$ cat src/rtl/core/base64_line_wrapped_encoder_top_defines.svh
// ----------------------------------------------------------------------------
// base64 line-wrapped encoder assertion macros
// shared concurrent assertion forms, clocked on clk with reset rst_n
// ----------------------------------------------------------------------------
`ifndef BASE64_LINE_WRAPPED_ENCODER_TOP_DEFINES_SVH
`define BASE64_LINE_WRAPPED_ENCODER_TOP_DEFINES_SVH

// condition holds at every edge out of reset
`define B64W_ASSERT_ALWAYS(lbl, cond, msg) \
  lbl: assert property (@(posedge clk) disable iff (!rst_n) (cond)) else $error(msg);

// consequent holds in the same cycle as the antecedent
`define B64W_ASSERT_IMPLIES(lbl, ante, cons, msg) \
  lbl: assert property (@(posedge clk) disable iff (!rst_n) (ante) |-> (cons)) else $error(msg);

// consequent holds in the cycle after the antecedent
`define B64W_ASSERT_NEXT(lbl, ante, cons, msg) \
  lbl: assert property (@(posedge clk) disable iff (!rst_n) (ante) |=> (cons)) else $error(msg);

`endif

$ cat src/rtl/core/b64w_pkg.sv
// ----------------------------------------------------------------------------
// b64w_pkg
// types, constants and the symbol table of the base64 line-wrapped encoder
// ----------------------------------------------------------------------------
package b64w_pkg;

  localparam int LINE_COLS_DEF  = 76;
  localparam int LINE_POS_W     = 8;
  localparam int QUEUE_DEPTH    = 2;
  localparam int QPTR_W         = (QUEUE_DEPTH > 1) ? $clog2(QUEUE_DEPTH) : 1;
  localparam int QCNT_W         = $clog2(QUEUE_DEPTH + 1);

  localparam logic [7:0] CHAR_PAD     = 8'd61;
  localparam logic [7:0] CHAR_NEWLINE = 8'd10;

  typedef logic [7:0] char_t;

  // one encoded group of four characters
  typedef struct packed {
    char_t [3:0] chars;
    logic        last;
  } group_t;

  // standard alphabet A-Z a-z 0-9 + /
  function automatic char_t sextet_char(input logic [5:0] v);
    char_t c;
    if (v < 6'd26) begin
      c = 8'd65 + {2'b00, v};
    end else if (v < 6'd52) begin
      c = 8'd71 + {2'b00, v};
    end else if (v < 6'd62) begin
      c = {2'b00, v} - 8'd4;
    end else if (v == 6'd62) begin
      c = 8'd43;
    end else begin
      c = 8'd47;
    end
    return c;
  endfunction

endpackage

$ cat src/rtl/core/b64w_front.sv
// ----------------------------------------------------------------------------
// b64w_front
// accepts message bytes, holds up to two, and builds a four-character group
// on every third byte or on the final byte
// ----------------------------------------------------------------------------
`include "base64_line_wrapped_encoder_top_defines.svh"

module b64w_front (
  input  logic              clk,
  input  logic              rst_n,
  input  logic              in_valid,
  output logic              in_ready,
  input  logic [7:0]        in_data_byte,
  input  logic              in_final_byte,
  input  logic              q_full,
  output logic              q_push,
  output b64w_pkg::group_t  q_wdata
);

  logic [7:0] held_r [2];
  logic [1:0] held_cnt_r;
  logic [1:0] held_cnt_nxt;
  logic       take;
  logic       hold;
  logic [7:0] b0;
  logic [7:0] b1;
  logic [7:0] b2;

  assign in_ready = !q_full;
  assign take     = in_valid && in_ready;
  assign hold     = !in_final_byte && !held_cnt_r[1];
  assign q_push   = take && !hold;

  always_comb begin
    held_cnt_nxt = held_cnt_r;
    if (take) begin
      held_cnt_nxt = hold ? (held_cnt_r + 2'd1) : 2'd0;
    end
  end

  always_comb begin
    b0 = 8'd0;
    b1 = 8'd0;
    b2 = 8'd0;
    case (held_cnt_r)
      2'd0: begin
        b0 = in_data_byte;
      end
      2'd1: begin
        b0 = held_r[0];
        b1 = in_data_byte;
      end
      default: begin
        b0 = held_r[0];
        b1 = held_r[1];
        b2 = in_data_byte;
      end
    endcase
  end

  always_comb begin
    q_wdata.chars[0] = b64w_pkg::sextet_char(b0[7:2]);
    q_wdata.chars[1] = b64w_pkg::sextet_char({b0[1:0], b1[7:4]});
    q_wdata.chars[2] = (held_cnt_r == 2'd0) ? b64w_pkg::CHAR_PAD
                                            : b64w_pkg::sextet_char({b1[3:0], b2[7:6]});
    q_wdata.chars[3] = held_cnt_r[1] ? b64w_pkg::sextet_char(b2[5:0]) : b64w_pkg::CHAR_PAD;
    q_wdata.last     = in_final_byte;
  end

  always_ff @(posedge clk) begin
    if (!rst_n) begin
      held_cnt_r <= 2'd0;
    end else begin
      held_cnt_r <= held_cnt_nxt;
    end
  end

  always_ff @(posedge clk) begin
    if (take && hold) begin
      held_r[held_cnt_r[0]] <= in_data_byte;
    end
  end

  `B64W_ASSERT_ALWAYS(a_held_cnt_max, held_cnt_r != 2'd3, "held byte count above two")
  `B64W_ASSERT_NEXT(a_final_clears, take && in_final_byte, held_cnt_r == 2'd0,
                    "held bytes kept after final byte")

endmodule

$ cat src/rtl/core/b64w_queue.sv
// ----------------------------------------------------------------------------
// b64w_queue
// short group queue between front and back
// ----------------------------------------------------------------------------
`include "base64_line_wrapped_encoder_top_defines.svh"

module b64w_queue (
  input  logic              clk,
  input  logic              rst_n,
  input  logic              push,
  input  b64w_pkg::group_t  wdata,
  output logic              full,
  input  logic              pop,
  output logic              rvalid,
  output b64w_pkg::group_t  rdata
);

  b64w_pkg::group_t                  entry_r [b64w_pkg::QUEUE_DEPTH];
  logic [b64w_pkg::QPTR_W-1:0]       wr_ptr_r;
  logic [b64w_pkg::QPTR_W-1:0]       wr_ptr_nxt;
  logic [b64w_pkg::QPTR_W-1:0]       rd_ptr_r;
  logic [b64w_pkg::QPTR_W-1:0]       rd_ptr_nxt;
  logic [b64w_pkg::QCNT_W-1:0]       cnt_r;
  logic [b64w_pkg::QCNT_W-1:0]       cnt_nxt;
  logic                              do_pop;

  localparam logic [b64w_pkg::QPTR_W-1:0] PtrLast = b64w_pkg::QPTR_W'(b64w_pkg::QUEUE_DEPTH - 1);
  localparam logic [b64w_pkg::QCNT_W-1:0] CntFull = b64w_pkg::QCNT_W'(b64w_pkg::QUEUE_DEPTH);

  assign full   = (cnt_r == CntFull);
  assign rvalid = (cnt_r != '0);
  assign rdata  = entry_r[rd_ptr_r];
  assign do_pop = pop && rvalid;

  always_comb begin
    wr_ptr_nxt = wr_ptr_r;
    rd_ptr_nxt = rd_ptr_r;
    cnt_nxt    = cnt_r;
    if (push) begin
      wr_ptr_nxt = (wr_ptr_r == PtrLast) ? '0 : wr_ptr_r + 1'b1;
    end
    if (do_pop) begin
      rd_ptr_nxt = (rd_ptr_r == PtrLast) ? '0 : rd_ptr_r + 1'b1;
    end
    if (push && !do_pop) begin
      cnt_nxt = cnt_r + 1'b1;
    end else if (!push && do_pop) begin
      cnt_nxt = cnt_r - 1'b1;
    end
  end

  always_ff @(posedge clk) begin
    if (!rst_n) begin
      wr_ptr_r <= '0;
      rd_ptr_r <= '0;
      cnt_r    <= '0;
    end else begin
      wr_ptr_r <= wr_ptr_nxt;
      rd_ptr_r <= rd_ptr_nxt;
      cnt_r    <= cnt_nxt;
    end
  end

  always_ff @(posedge clk) begin
    if (push) begin
      entry_r[wr_ptr_r] <= wdata;
    end
  end

  `B64W_ASSERT_IMPLIES(a_no_push_full, push, !full, "group pushed into full queue")

endmodule

$ cat src/rtl/core/b64w_back.sv
// ----------------------------------------------------------------------------
// b64w_back
// emits queued groups one character per cycle, unless the output stalls, with line wrapping
// ----------------------------------------------------------------------------
`include "base64_line_wrapped_encoder_top_defines.svh"

module b64w_back #(
  parameter int LINE_COLS = b64w_pkg::LINE_COLS_DEF
) (
  input  logic              clk,
  input  logic              rst_n,
  input  logic              grp_valid,
  input  b64w_pkg::group_t  grp,
  output logic              grp_pop,
  output logic              out_vld,
  input  logic              out_ready,
  output logic [7:0]        out_char,
  output logic              out_end_of_run,
  output logic              out_end_of_message
);

  localparam logic [b64w_pkg::LINE_POS_W-1:0] LineFull = b64w_pkg::LINE_POS_W'(LINE_COLS);

  logic [1:0]                        idx_r;
  logic [1:0]                        idx_nxt;
  logic [b64w_pkg::LINE_POS_W-1:0]   line_pos_r;
  logic [b64w_pkg::LINE_POS_W-1:0]   line_pos_nxt;
  logic                              out_vld_r;
  logic                              out_vld_nxt;
  logic [7:0]                        out_char_r;
  logic [7:0]                        out_char_nxt;
  logic                              out_eor_r;
  logic                              out_eor_nxt;
  logic                              out_eom_r;
  logic                              out_eom_nxt;
  logic                              load;
  logic                              wrap;
  logic                              grp_end;

  assign load    = grp_valid && (!out_vld_r || out_ready);
  assign wrap    = (line_pos_r >= LineFull);
  assign grp_end = (idx_r == 2'd3);

  always_comb begin
    idx_nxt       = idx_r;
    line_pos_nxt  = line_pos_r;
    out_char_nxt  = out_char_r;
    out_eor_nxt   = out_eor_r;
    out_eom_nxt   = out_eom_r;
    out_vld_nxt   = out_ready ? 1'b0 : out_vld_r;
    grp_pop       = 1'b0;
    if (load) begin
      out_vld_nxt = 1'b1;
      if (wrap) begin
        out_char_nxt = b64w_pkg::CHAR_NEWLINE;
        out_eor_nxt  = 1'b0;
        out_eom_nxt  = 1'b0;
        line_pos_nxt = '0;
      end else begin
        out_char_nxt = grp.chars[idx_r];
        out_eor_nxt  = grp_end;
        out_eom_nxt  = grp_end && grp.last;
        idx_nxt      = idx_r + 2'd1;
        line_pos_nxt = (grp_end && grp.last) ? '0 : line_pos_r + 1'b1;
        grp_pop      = grp_end;
      end
    end
  end

  always_ff @(posedge clk) begin
    if (!rst_n) begin
      idx_r       <= 2'd0;
      line_pos_r  <= '0;
      out_vld_r   <= 1'b0;
    end else begin
      idx_r       <= idx_nxt;
      line_pos_r  <= line_pos_nxt;
      out_vld_r   <= out_vld_nxt;
    end
  end

  always_ff @(posedge clk) begin
    out_char_r <= out_char_nxt;
    out_eor_r  <= out_eor_nxt;
    out_eom_r  <= out_eom_nxt;
  end

  assign out_vld            = out_vld_r;
  assign out_char           = out_char_r;
  assign out_end_of_run     = out_eor_r;
  assign out_end_of_message = out_eom_r;

  `B64W_ASSERT_ALWAYS(a_line_pos_max, line_pos_r <= LineFull, "line position past line width")
  `B64W_ASSERT_IMPLIES(a_eom_ends_run, out_vld_r && out_eom_r, out_eor_r,
                       "message end without run end")
  `B64W_ASSERT_IMPLIES(a_newline_mid_run,
                       out_vld_r && (out_char_r == b64w_pkg::CHAR_NEWLINE), !out_eor_r,
                       "newline closes a run")

endmodule

$ cat src/rtl/core/base64_line_wrapped_encoder_top.sv
// ----------------------------------------------------------------------------
// base64_line_wrapped_encoder_top
// base64 encoder with newline insertion every LINE_COLS characters
// ----------------------------------------------------------------------------
// Bytes are taken one per cycle while the two-entry group queue has room; every
// third byte, or the final byte, turns into a group of four characters. The
// output stage sends one character per cycle unless out_ready stalls it, so a group
// gives four characters, or five when a newline is inserted, and the sustained
// byte rate is set by the single-character output register.
// ----------------------------------------------------------------------------
module base64_line_wrapped_encoder_top #(
  parameter int LINE_COLS = b64w_pkg::LINE_COLS_DEF
) (
  input  logic        clk,
  input  logic        rst_n,
  input  logic        in_valid,
  output logic        in_ready,
  input  logic [7:0]  in_data_byte,
  input  logic        in_final_byte,
  output logic        out_vld,
  input  logic        out_ready,
  output logic [7:0]  out_char,
  output logic        out_end_of_run,
  output logic        out_end_of_message
);

  logic              q_full;
  logic              q_push;
  logic              q_pop;
  logic              q_rvalid;
  b64w_pkg::group_t  q_wdata;
  b64w_pkg::group_t  q_rdata;

  b64w_front u_front (
    .clk           (clk),
    .rst_n         (rst_n),
    .in_valid      (in_valid),
    .in_ready      (in_ready),
    .in_data_byte  (in_data_byte),
    .in_final_byte (in_final_byte),
    .q_full        (q_full),
    .q_push        (q_push),
    .q_wdata       (q_wdata)
  );

  b64w_queue u_queue (
    .clk    (clk),
    .rst_n  (rst_n),
    .push   (q_push),
    .wdata  (q_wdata),
    .full   (q_full),
    .pop    (q_pop),
    .rvalid (q_rvalid),
    .rdata  (q_rdata)
  );

  b64w_back #(
    .LINE_COLS (LINE_COLS)
  ) u_back (
    .clk                (clk),
    .rst_n              (rst_n),
    .grp_valid          (q_rvalid),
    .grp                (q_rdata),
    .grp_pop            (q_pop),
    .out_vld            (out_vld),
    .out_ready          (out_ready),
    .out_char           (out_char),
    .out_end_of_run     (out_end_of_run),
    .out_end_of_message (out_end_of_message)
  );

endmodule

$ cat config.mk
export PLATFORM = sky130hd
export DESIGN_NAME = base64_line_wrapped_encoder_top
export DESIGN_NICKNAME = d
export VERILOG_FILES = /design/src/rtl/core/b64w_pkg.sv /design/src/rtl/core/b64w_front.sv /design/src/rtl/core/b64w_queue.sv /design/src/rtl/core/b64w_back.sv /design/src/rtl/core/base64_line_wrapped_encoder_top.sv
export VERILOG_INCLUDE_DIRS = /design/src /design/src/rtl/core
export SDC_FILE = /design/constraint.sdc
export NUM_CORES = 1
export LEC_CHECK = 0
export ABC_AREA = 1
export ABC_CLOCK_PERIOD_IN_PS = 3110
export BUFFER_PORTS_ARGS = -buffer_cell sky130_fd_sc_hd__buf_2
export CAP_MARGIN = 20
export CORE_ASPECT_RATIO = 0.9
export CORE_MARGIN = 5
export CORE_UTILIZATION = 50
export CTS_CLUSTER_DIAMETER = 150
export DETAILED_ROUTE_END_ITERATION = 10
export PLACE_DENSITY_LB_ADDON = 0.1
export SYNTH_ARGS = -nofsm -noshare
export SYNTH_HDL_FRONTEND = slang
export SYNTH_HIERARCHICAL = 1
export SYNTH_SLANG_ARGS = --single-unit
$ cat constraint.sdc
create_clock -name clk -period 3.11 [get_ports clk]
set_input_delay 0.1555 -clock clk [delete_from_list [all_inputs] [get_ports clk]]
set_output_delay 0.1555 -clock clk [all_outputs]
set_load 0.05 [all_outputs]
# [Word-level counts from Yosys, hierarchy flattened]
# Memories as Yosys holds them, arrays and structs flattened. A register that Yosys moved wholly into a read port is not among the register bits.
# Cells that the tools add are included.
[word_totals] latch_bits=0 in_bits=13 regBits=27 rom_bits=0 word_cells=116 n_memories=2 mem_bits_rw=82
[op_classes] n_mul=0 reduce_logical=23 bitwise=1 magnitude_cmp=14 n_mux=40 n_addsub=19 n_shift=0 eq_ne=7 div=0
[mem_list] memory="u_queue.entry_r" words=2 width=33 rd=1 rd_ports_with_merged_regs=1 write_ports=1 line="b64w_queue.sv:18" rtl="b64w_pkg::group_t entry_r [b64w_pkg::QUEUE_DEPTH];"
[mem_list] memory="u_front.held_r" words=2 width=8 rd=2 rd_ports_with_merged_regs=0 write_ports=1 line="b64w_front.sv:20" rtl="logic [7:0] held_r [2];"
[op_table] op="$mux W8" count=19
[op_table] op="$add A7 B6 Y8 const A" count=8
[op_table] op="$lt A6 B6 Y1 const B" count=8
[op_table] op="$sub A6 B3 Y7 const B" count=4
[op_table] op="$eq A6 B6 Y1 const B" count=4
[op_table] op="$lt A6 B5 Y1 const B" count=4
[op_table] op="$bmux W8 S2" count=1
[op_table] op="$pmux W8 S2" count=1
[op_table] op="$mux W1" count=12
[op_table] op="$mux W3" count=4
[op_table] op="$logic_and A1 B1 Y1" count=9
[op_table] op="$add A8 B1 Y8 const B" count=1
[op_table] op="$ge A8 B7 Y1 const B" count=1
[op_table] op="$logic_not A1 Y1" count=7
[op_table] op="$add A2 B1 Y2 const B" count=3
[op_table] op="$mux W2" count=3
[op_table] op="$reduce_bool A2 Y1" count=3
[op_table] op="$eq A2 B2 Y1 const B" count=2
[op_table] op="$lt A2 B3 Y1 const B" count=1
[op_table] op="$add A1 B1 Y1 const B" count=2
[op_table] op="$eq A2 B1 Y1 const B" count=1
[op_table] op="$logic_not A2 Y1" count=1
[op_table] op="$reduce_and A2 Y1" count=1
[op_table] op="$reduce_or A2 Y1" count=1
[op_table] op="other kinds (3)" count=3

# [Logic depth before layout (Yosys ltp)]
# Gate-level depths: netlist (run 1).
[logic_depth] word_depth=9 ltp_mapped=18 mapped_depth_nobuf=16

# [Hierarchy]
# The synthesis (run 1) kept the hierarchy.
[by_module_without_submodules] module="b64w_queue" cells_per_inst=139 area_each_um2=2772.7 instances=1
[by_module_without_submodules] module="b64w_front" cells_per_inst=425 area_each_um2=2683.8 instances=1
[by_module_without_submodules] module="b64w_back" cells_per_inst=153 area_each_um2=1219.9 instances=1

# [Worst setup path after synthesis (run 1)]
# Ideal clock, no wire load.
[synth_path] path_kind="reg2reg" start="reg u_queue/cnt_r[1] (netlist bit)" end="mem u_queue/entry_r[0][0] (netlist bit), enable pin" setup_ps=423 required_ps=2687 arrival_ps=2581 stages_incl_launch_ff=8 path_slack_ps=106 path_cell_list="dfxtp_1 > inv_1 > nor2_1 > inv_1 > nand2_1 > nor2_1 > inv_1 > nor2_1"
[synth_via] elab_chain_cells=6
[synth_rtl] element="from (decl)" line="b64w_queue.sv:23" rtl="logic [b64w_pkg::QCNT_W-1:0] cnt_r;"
[synth_rtl] element="from (signal assigned)" line="b64w_queue.sv:60" rtl="cnt_r <= cnt_nxt;"
[synth_rtl] element="$eq A2 B2 Y1" line="b64w_queue.sv:30" rtl="assign full = (cnt_r == CntFull);"
[synth_rtl] element="net q_full" line="base64_line_wrapped_encoder_top.sv:27" rtl="logic q_full;"
[synth_rtl] element="$logic_not A1 Y1" line="b64w_front.sv:29" rtl="assign in_ready = !q_full;"
[synth_rtl] element="net in_ready" line="base64_line_wrapped_encoder_top.sv:17" rtl="output logic in_ready,"
[synth_rtl] element="$logic_and A1 B1 Y1" line="b64w_front.sv:30" rtl="assign take = in_valid && in_ready;"
[synth_rtl] element="$logic_and A1 B1 Y1" line="b64w_front.sv:32" rtl="assign q_push = take && !hold;"
[synth_rtl] element="net q_push" line="base64_line_wrapped_encoder_top.sv:28" rtl="logic q_push;"
[synth_rtl] element="$mux W1" line="b64w_queue.sv:65" rtl="if (push) begin"
[synth_rtl] element="$mux W1 (implied by the code)" line="b64w_queue.sv:66" rtl="entry_r[wr_ptr_r] <= wdata;"
[synth_rtl] element="to (decl)" line="b64w_queue.sv:18"
# The timed path passes the listed nets, and every way through them passes these cells.

==> results summary, run 1 <==
The share of post-route cells with drive strength above 1 came out at 19.7%. For this run, design rule violations remaining after detail routing come to 0. The routed layout has 4733 vias. The insertion delay to the later sink of the worst-skew pair is 0.35 ns. After clock tree synthesis, the clock-pin slew on the worst setup and hold paths is 0.07 ns. The most critical setup path has its startpoint at u_front/held_cnt_r[1]. The number of different library cells in the post-synthesis netlist is 45. The congestion estimate from routability-driven global placement came to 0.914.

Setup violations remaining at the end of the flow were counted as 0. The total I/O pin count is 25. The remaining number of nets flagged by the antenna check after routing came out at 0.

The count of buffers inserted at the top-level ports is 24. The number of buffers inserted by post-CTS setup repair is 0. The aggregate negative setup slack came out at 0 ns.

The net count of the mapped netlist is 752. The clock sink total came out at 110. In this design, the largest share of critical-path delay is due to buffers and inverters. The via count of the first global-routing pass is 4539. After layout, the worst path uses 89.0% of the clock period. The placement row count came out at 40.

The global-route congestion overflow total came out at 0. The number of gates given a new drive strength after cts came out at 0. The chip height is 120 µm. On the worst path, the slowest cell contributes a delay of 0.46 ns. The data arrival time of the critical path is 2.84 ns. The first-pass GRT wire length is 23100 µm. Setup repair after global routing left no endpoint under its margin.

The buffering stage count on the worst path with inverters included came out at 4. The worst setup path is captured at a register. In this run the power density over the cells is 502 mW/mm².

The number of DRC markers after the initial detailed-route iteration is 340. The most common cell after layout, fill and taps aside is nand2_1. The worst setup path is launched from a register.

The flow ran to the end, and the final reports show no timing, DRC or antenna violations. The proportion of synthesized chip area in sequential cells is 46.8%. At the pin with the least slew margin, the transition time is 0.832 ns. The layout overhead on the synthesized area is 7.80%.

TritonCTS built the clock tree. The normalized max-slew margin is 44.3%. The tree is rooted in a clkbuf_16. Walking the worst path, the cells encountered are inv_1 -> ha_1 -> buf_4 -> nor2_4 -> buf_4 -> nand2_2 -> ha_1 -> nor2_4 -> inv_1 -> nor2_1 -> o21ai_0. The worst setup path is of the register to register kind.

The initial antenna violation count came out at 0. The core area came out at 0.0132 mm². The initial standard-cell utilization of the core is 50.5%. The maximum clock path buffer count is 2. The antenna diode count came out at 0. The max-capacitance violation count came out at 0. The final clock skew is 0.00917 ns. STA puts the critical path data required time at 3.18 ns. The total clock buffers created by CTS came out at 9. Derived from the worst setup path, the maximum achievable clock frequency is 361 MHz. The slowest stage of the critical path belongs to the cell dfxtp_1.

The leakage power total came out at 3.02 nW. The clock period could shrink to 2.77 ns. The area of the mapped netlist is 0.00668 mm². The min-delay analysis places its worst path in the category input port to register. The maximum net fanout on the critical path is 12. The number of buffers inserted for hold repair after clock tree synthesis came out at 0. Counting tap cells, the placed design contains a total of 902 instances. The number of detailed-route iterations in the first pass is 5. The horizontal die dimension came out at 132 µm. The detail-routed net length per standard cell is 14.9 µm. The level count of the clock H-tree is 3.

The cell type contributing the most total cell area after synthesis is edfxtp_1. Using the TritonRoute via totals, the vias-per-cell ratio works out to 5.16. The count of endpoints failing hold in the final timing report came to 0. The number of standard cells after synthesis came out at 717. Sorting the synthesized cells by area gives the leading types as edfxtp_1, nand2_1, mux2_4, dfxtp_1, inv_1. The finished layout holds 918 standard cells, fillers aside. The startpoint identified for the worst register-to-register timing path is u_front/held_cnt_r[1]. In this run, synthesis produced a sequential element count of 110. The worst hold path begins at in_final_byte. Entering global routing, the biggest net connects 34 pins. The mean instance size in the synthesized netlist came out at 9.31 µm². The fraction of post-synthesis cell area in the top cell type by area is 41.4%. The total routing usage reported by global routing came out at 18.2%. The die covers 0.0158 mm². The top cell types in the final layout, fill and taps aside, are nand2_1, edfxtp_1, inv_1, nor2_1, nand3_1.

The maximum VDD drop came out at 0.306 mV. The placed wire-length estimate after detailed placement is 10100 µm. The max-slew violation total from the final report came out at 0. The layout net count came out at 780.

The Yosys warning count came out at 6. The routed wire length came out at 13600 µm.
==> power breakdown <==
part	leakage, nW	switching (mW)	internal [mW]
combinational	1.90	0.491	0.228
sequential	0.974	0.0319	1.70
clock	0.147	0.526	0.633
==> synth_stat cells (all sizes together) <==
| library cell | number |
|---|---|
| xnor2 | 5 |
| mux2i | 8 |
| a31oi | 2 |
| conb | 1 |
| ha | 22 |
| inv | 92 |
| o221ai | 2 |
| clkbuf | 1 |
| clkinv | 3 |
| a21oi | 21 |
| o22ai | 6 |
| nand3b | 2 |
| mux2 | 33 |
| o21ai | 30 |
| and2 | 1 |
| nand4 | 3 |
| edfxtp | 92 |
| nand3 | 53 |
| nand2 | 214 |
| o211ai | 1 |
| buf | 14 |
| o21a | 1 |
| nor3 | 8 |
| xor2 | 6 |
| nor2 | 78 |
| dfxtp | 18 |
==> logic make-up after synthesis <==
kind of cell               share of synthesized area [%]
muxes                                               8.45
AOI/OAI and AO/OA                                   5.57
xor gates and xnor gates                            1.44
and+or+nand+nor                                     25.6
other                                             0.0562
buffers and inverters                               8.00
DFF                                                 46.8
adders and majority gates                           4.12
==> sequential cells by signal, summed over array words and instances (netlist names), named ones only <==
| register | cells |
|---|---|
| u_back/out_vld | 1 |
| u_back/out_end_of_message | 1 |
| u_back/line_pos_r | 8 |
| u_queue/rd_ptr_r | 1 |
| u_queue/cnt_r | 2 |
| u_back/out_char | 8 |
| u_front/held_r | 16 |
| u_back/out_end_of_run | 1 |
| u_front/held_cnt_r | 2 |
| u_back/idx_r | 2 |
| u_queue/wr_ptr_r | 1 |
| u_queue/entry_r | 66 |
==> worst paths after layout <==
path / end / slack (ns) / depth (start not counted)
max reg2reg: u_queue/entry_r[1][25] / 0.34 / 11
min reg2reg: register / 0.51 / 2
max: u_queue/entry_r[1][25] / 0.34 / 11
min: u_queue/entry_r[1][0] / 0.05 / 1
==> final cells by class <==
cell class	instances	area (µm²)
Inverter	95	364
Clock inverter	6	67.6
Timing Repair Buffer	32	180
Clock buffer	10	229
Tap cell	168	210
Fill cell	1187	6020
Multi-Input combinational cell	497	3020
Sequential cell	110	3120
==> through the flow <==
| step | instance area, µm² | utilization (%) | total power, mW | setup WS, ns | hold WS (ns) |
|---|---|---|---|---|---|
| after floorplan | 6680 | - | 2.33 | 0.106 | 0.254 |
| after global placement | 6900 | 52.2 | 2.48 | 0.443 | 0.400 |
| after detailed placement | 6900 | 52.2 | 2.49 | 0.377 | 0.399 |
| after CTS | 7200 | 54.5 | 3.65 | 0.362 | 0.0279 |
| after global routing | 7200 | 54.5 | 3.81 | 0.126 | 0.0327 |
| final | 7200 | 54.5 | 3.61 | 0.342 | 0.0454 |
==> metal layers <==
metal	wire length, µm	GRT usage, %	vias up
met5	0	0	-
met1	6550	25.6	2200
met2	6160	28.5	110
met4	175	4.43	0
li1	-	-	2408
met3	755	4.40	15
No activity file was read; power rests on OpenSTA's default activity.
==> run 2, diff against run 1 <==
--- a/config.mk
+++ b/config.mk
@@ -12,7 +12,7 @@
 export CAP_MARGIN = 20
 export CORE_ASPECT_RATIO = 0.9
 export CORE_MARGIN = 5
-export CORE_UTILIZATION = 50
+export CORE_UTILIZATION = 45
 export CTS_CLUSTER_DIAMETER = 150
 export DETAILED_ROUTE_END_ITERATION = 10
 export PLACE_DENSITY_LB_ADDON = 0.1
==> run 2 against run 1 <==
Flip-flop and latch count is the same. Highest routed layer unchanged. Worst setup slack improved by 0.019 ns. Clock-buffer cell count did not move.
==> results summary, run 2 (same netlist as run 1, synthesis figures left out) <==
The placed cell count came out at 933. The level count of the clock H-tree came out at 3. The count of buffers inserted at the top-level ports is 24. The achievable frequency is 364 MHz. For this design, the slowest cell found on the critical path is dfxtp_1. The floorplan has 42 rows. Dividing the detail-routed wire length by the instance count gives 14.6 µm. The total I/O pin count came out at 25. The count of endpoints failing hold in the final timing report is 0.

In this run the worst hold path is classified as input port to register. The maximum VDD drop is 0.377 mV. met2 is the most crowded layer.

The initial standard-cell utilization of the core is 45.7%. At the end of the flow the core is filled with cells to 49.6%. The antenna diode count is 0.

The clock slew seen by the registers of the worst setup and hold paths came out at 0.07 ns. The initial antenna violation count was 0. Summed over all failing endpoints, the final setup total negative slack is 0 ns. The final clock skew came out at 0.00894 ns.

The worst setup margin is 0.361 ns. In this design, the stage delay of the slowest critical-path cell is 0.46 ns. The layout overhead on the synthesized area is 8.49%. Counting both buffers and inverters, the worst setup path holds a total of 4. TritonCTS built the clock tree. Data arrives at the worst endpoint at 2.86 ns. The first global-routing pass estimated 23100 µm of wire.

In the finished design, the share of the clock period the worst path needs comes to 88.4%. The full die area came out at 0.0174 mm². Grouping stages by cell kind, the critical path spends the most delay in simple AND/OR/NAND/NOR gates.

The insertion delay to the later sink of the worst-skew pair is 0.35 ns. Walking the worst path, the cells encountered are inv_1 -> ha_1 -> inv_2 -> nand2_1 -> o21ai_2 -> inv_1 -> ha_1 -> inv_1 -> nand3_1 -> nor2_1 -> nand2_1 -> nand3_1 -> nand2_1. The total via count in the routed design came out at 4702. The max-capacitance violation count is 0.

Global routing consumed, on the met2 layer, 25.8% of the routing resources. In this run the power density over the cells is 499 mW/mm². The pin count of the biggest net entering global routing is 34. Wires add up to 13800 µm. Hold repair after CTS inserted 0 buffers. The via density per instance is 4.95.

The leakage power total is 3.03 nW. The tree is rooted in a clkbuf_16. The remaining design rule violation count is 0. The final period demand of the worst path came out at 2.75 ns.

The placed wire-length estimate after detailed placement is 10400 µm. The clock sink total is 110. The worst setup path is launched from a register. The most common cell after layout, fill and taps aside is nand2_1. The register with the most flip-flops in the layout has 66 of them. The maximum clock path buffer count came out at 2. The count of cells in the finished layout, fillers not included, comes to 949.

The met3 usage came out at 3.55%. STA classifies the critical path endpoint as a register. Across every metal layer, demand over resource in global routing totals 16.4%. In this run the vertical extent of the chip is 126 µm.

The run finished with clean final reports. Setup repair after global routing left no endpoint under its margin. The horizontal die dimension came out at 138 µm. The completed layout was analyzed and its total power is 3.62 mW. The required arrival time at the worst endpoint came out at 3.22 ns. The worst setup path is of the register to register kind. The remaining number of nets flagged by the antenna check after routing came out at 0.

The core area came out at 0.0146 mm². In this run, CTS created clock tree buffers numbering 9. The global-route congestion overflow total came out at 0. The count of endpoints failing setup in the final report came out at 0.

For this block, the initial DRC count from the detailed router was 210. The library cells used most frequently in the layout, excluding fill and tap cells, are nand2_1, edfxtp_1, inv_1, nor2_1, nand3_1. The normalized max-slew margin is 48.2%. Counting flops per register, the top entry is u_queue/entry_r.

The number of gates resized after CTS was 0. The final RePlAce weighted congestion came out at 0.828. The worst-case setup slack after placement came out at 0.385 ns. The maximum net fanout on the critical path is 11. The layout net count is 781. The share of post-route cells with drive strength above 1 came out at 20.0%. The number of detailed-route iterations in the first pass came out at 4. Global routing consumed, on the met1 layer, 23.2% of the routing resources. The max-slew violation total from the final report was 0. For the pin with the worst max-slew slack, the measured transition is 0.774 ns. The number of setup buffers added after CTS is 0.

The via count of the first global-routing pass was 4531.
run 2: cell count changes in the layout (fill, tap and decap cells not counted), sizes merged:
cell	change
buf	+1
run 2: final timing paths:
check / from / endpoint / slack [ns] / cells past startpoint
setup / recovery: u_front/held_cnt_r[1] / u_queue/entry_r[0][4] / 0.36 / 13
hold / removal: in_data_byte[5] / u_front/held_r[1][5] / 0.04 / 1
setup reg to reg: u_front/held_cnt_r[1] / u_queue/entry_r[0][4] / 0.36 / 13
hold reg to reg: u_back/line_pos_r[7] / u_back/line_pos_r[7] / 0.51 / 2
run 2: report_power, final:
part / internal (mW) / total (mW) / leakage (nW) / switching, mW
clock: 0.634 / 1.16 / 0.151 / 0.527
combinational: 0.228 / 0.722 / 1.91 / 0.494
sequential: 1.70 / 1.73 / 0.974 / 0.0307
run 2: per-layer routing:
metal / vias to the layer above / wire length [µm]
met5: - / 0
met2: 100 / 6150
li1: 2405 / -
met4: 0 / 197
met3: 19 / 565
met1: 2178 / 6920
run 2: cell type report:
class	count	area, µm²
Multi-Input combinational cell	497	3020
Sequential cell	110	3120
Fill cell	1424	7370
Timing Repair Buffer	33	188
Clock buffer	10	229
Tap cell	198	248
Inverter	95	364
Clock inverter	6	68.8
run 2: stage by stage:
step,hold WS (ns),cell area (µm²)
2_1_floorplan,0.254,6680
3_3_place_gp,0.398,6950
3_5_place_dp,0.397,6950
4_1_cts,0.0278,7240
5_1_grt,0.0333,7240
6_report,0.0381,7240
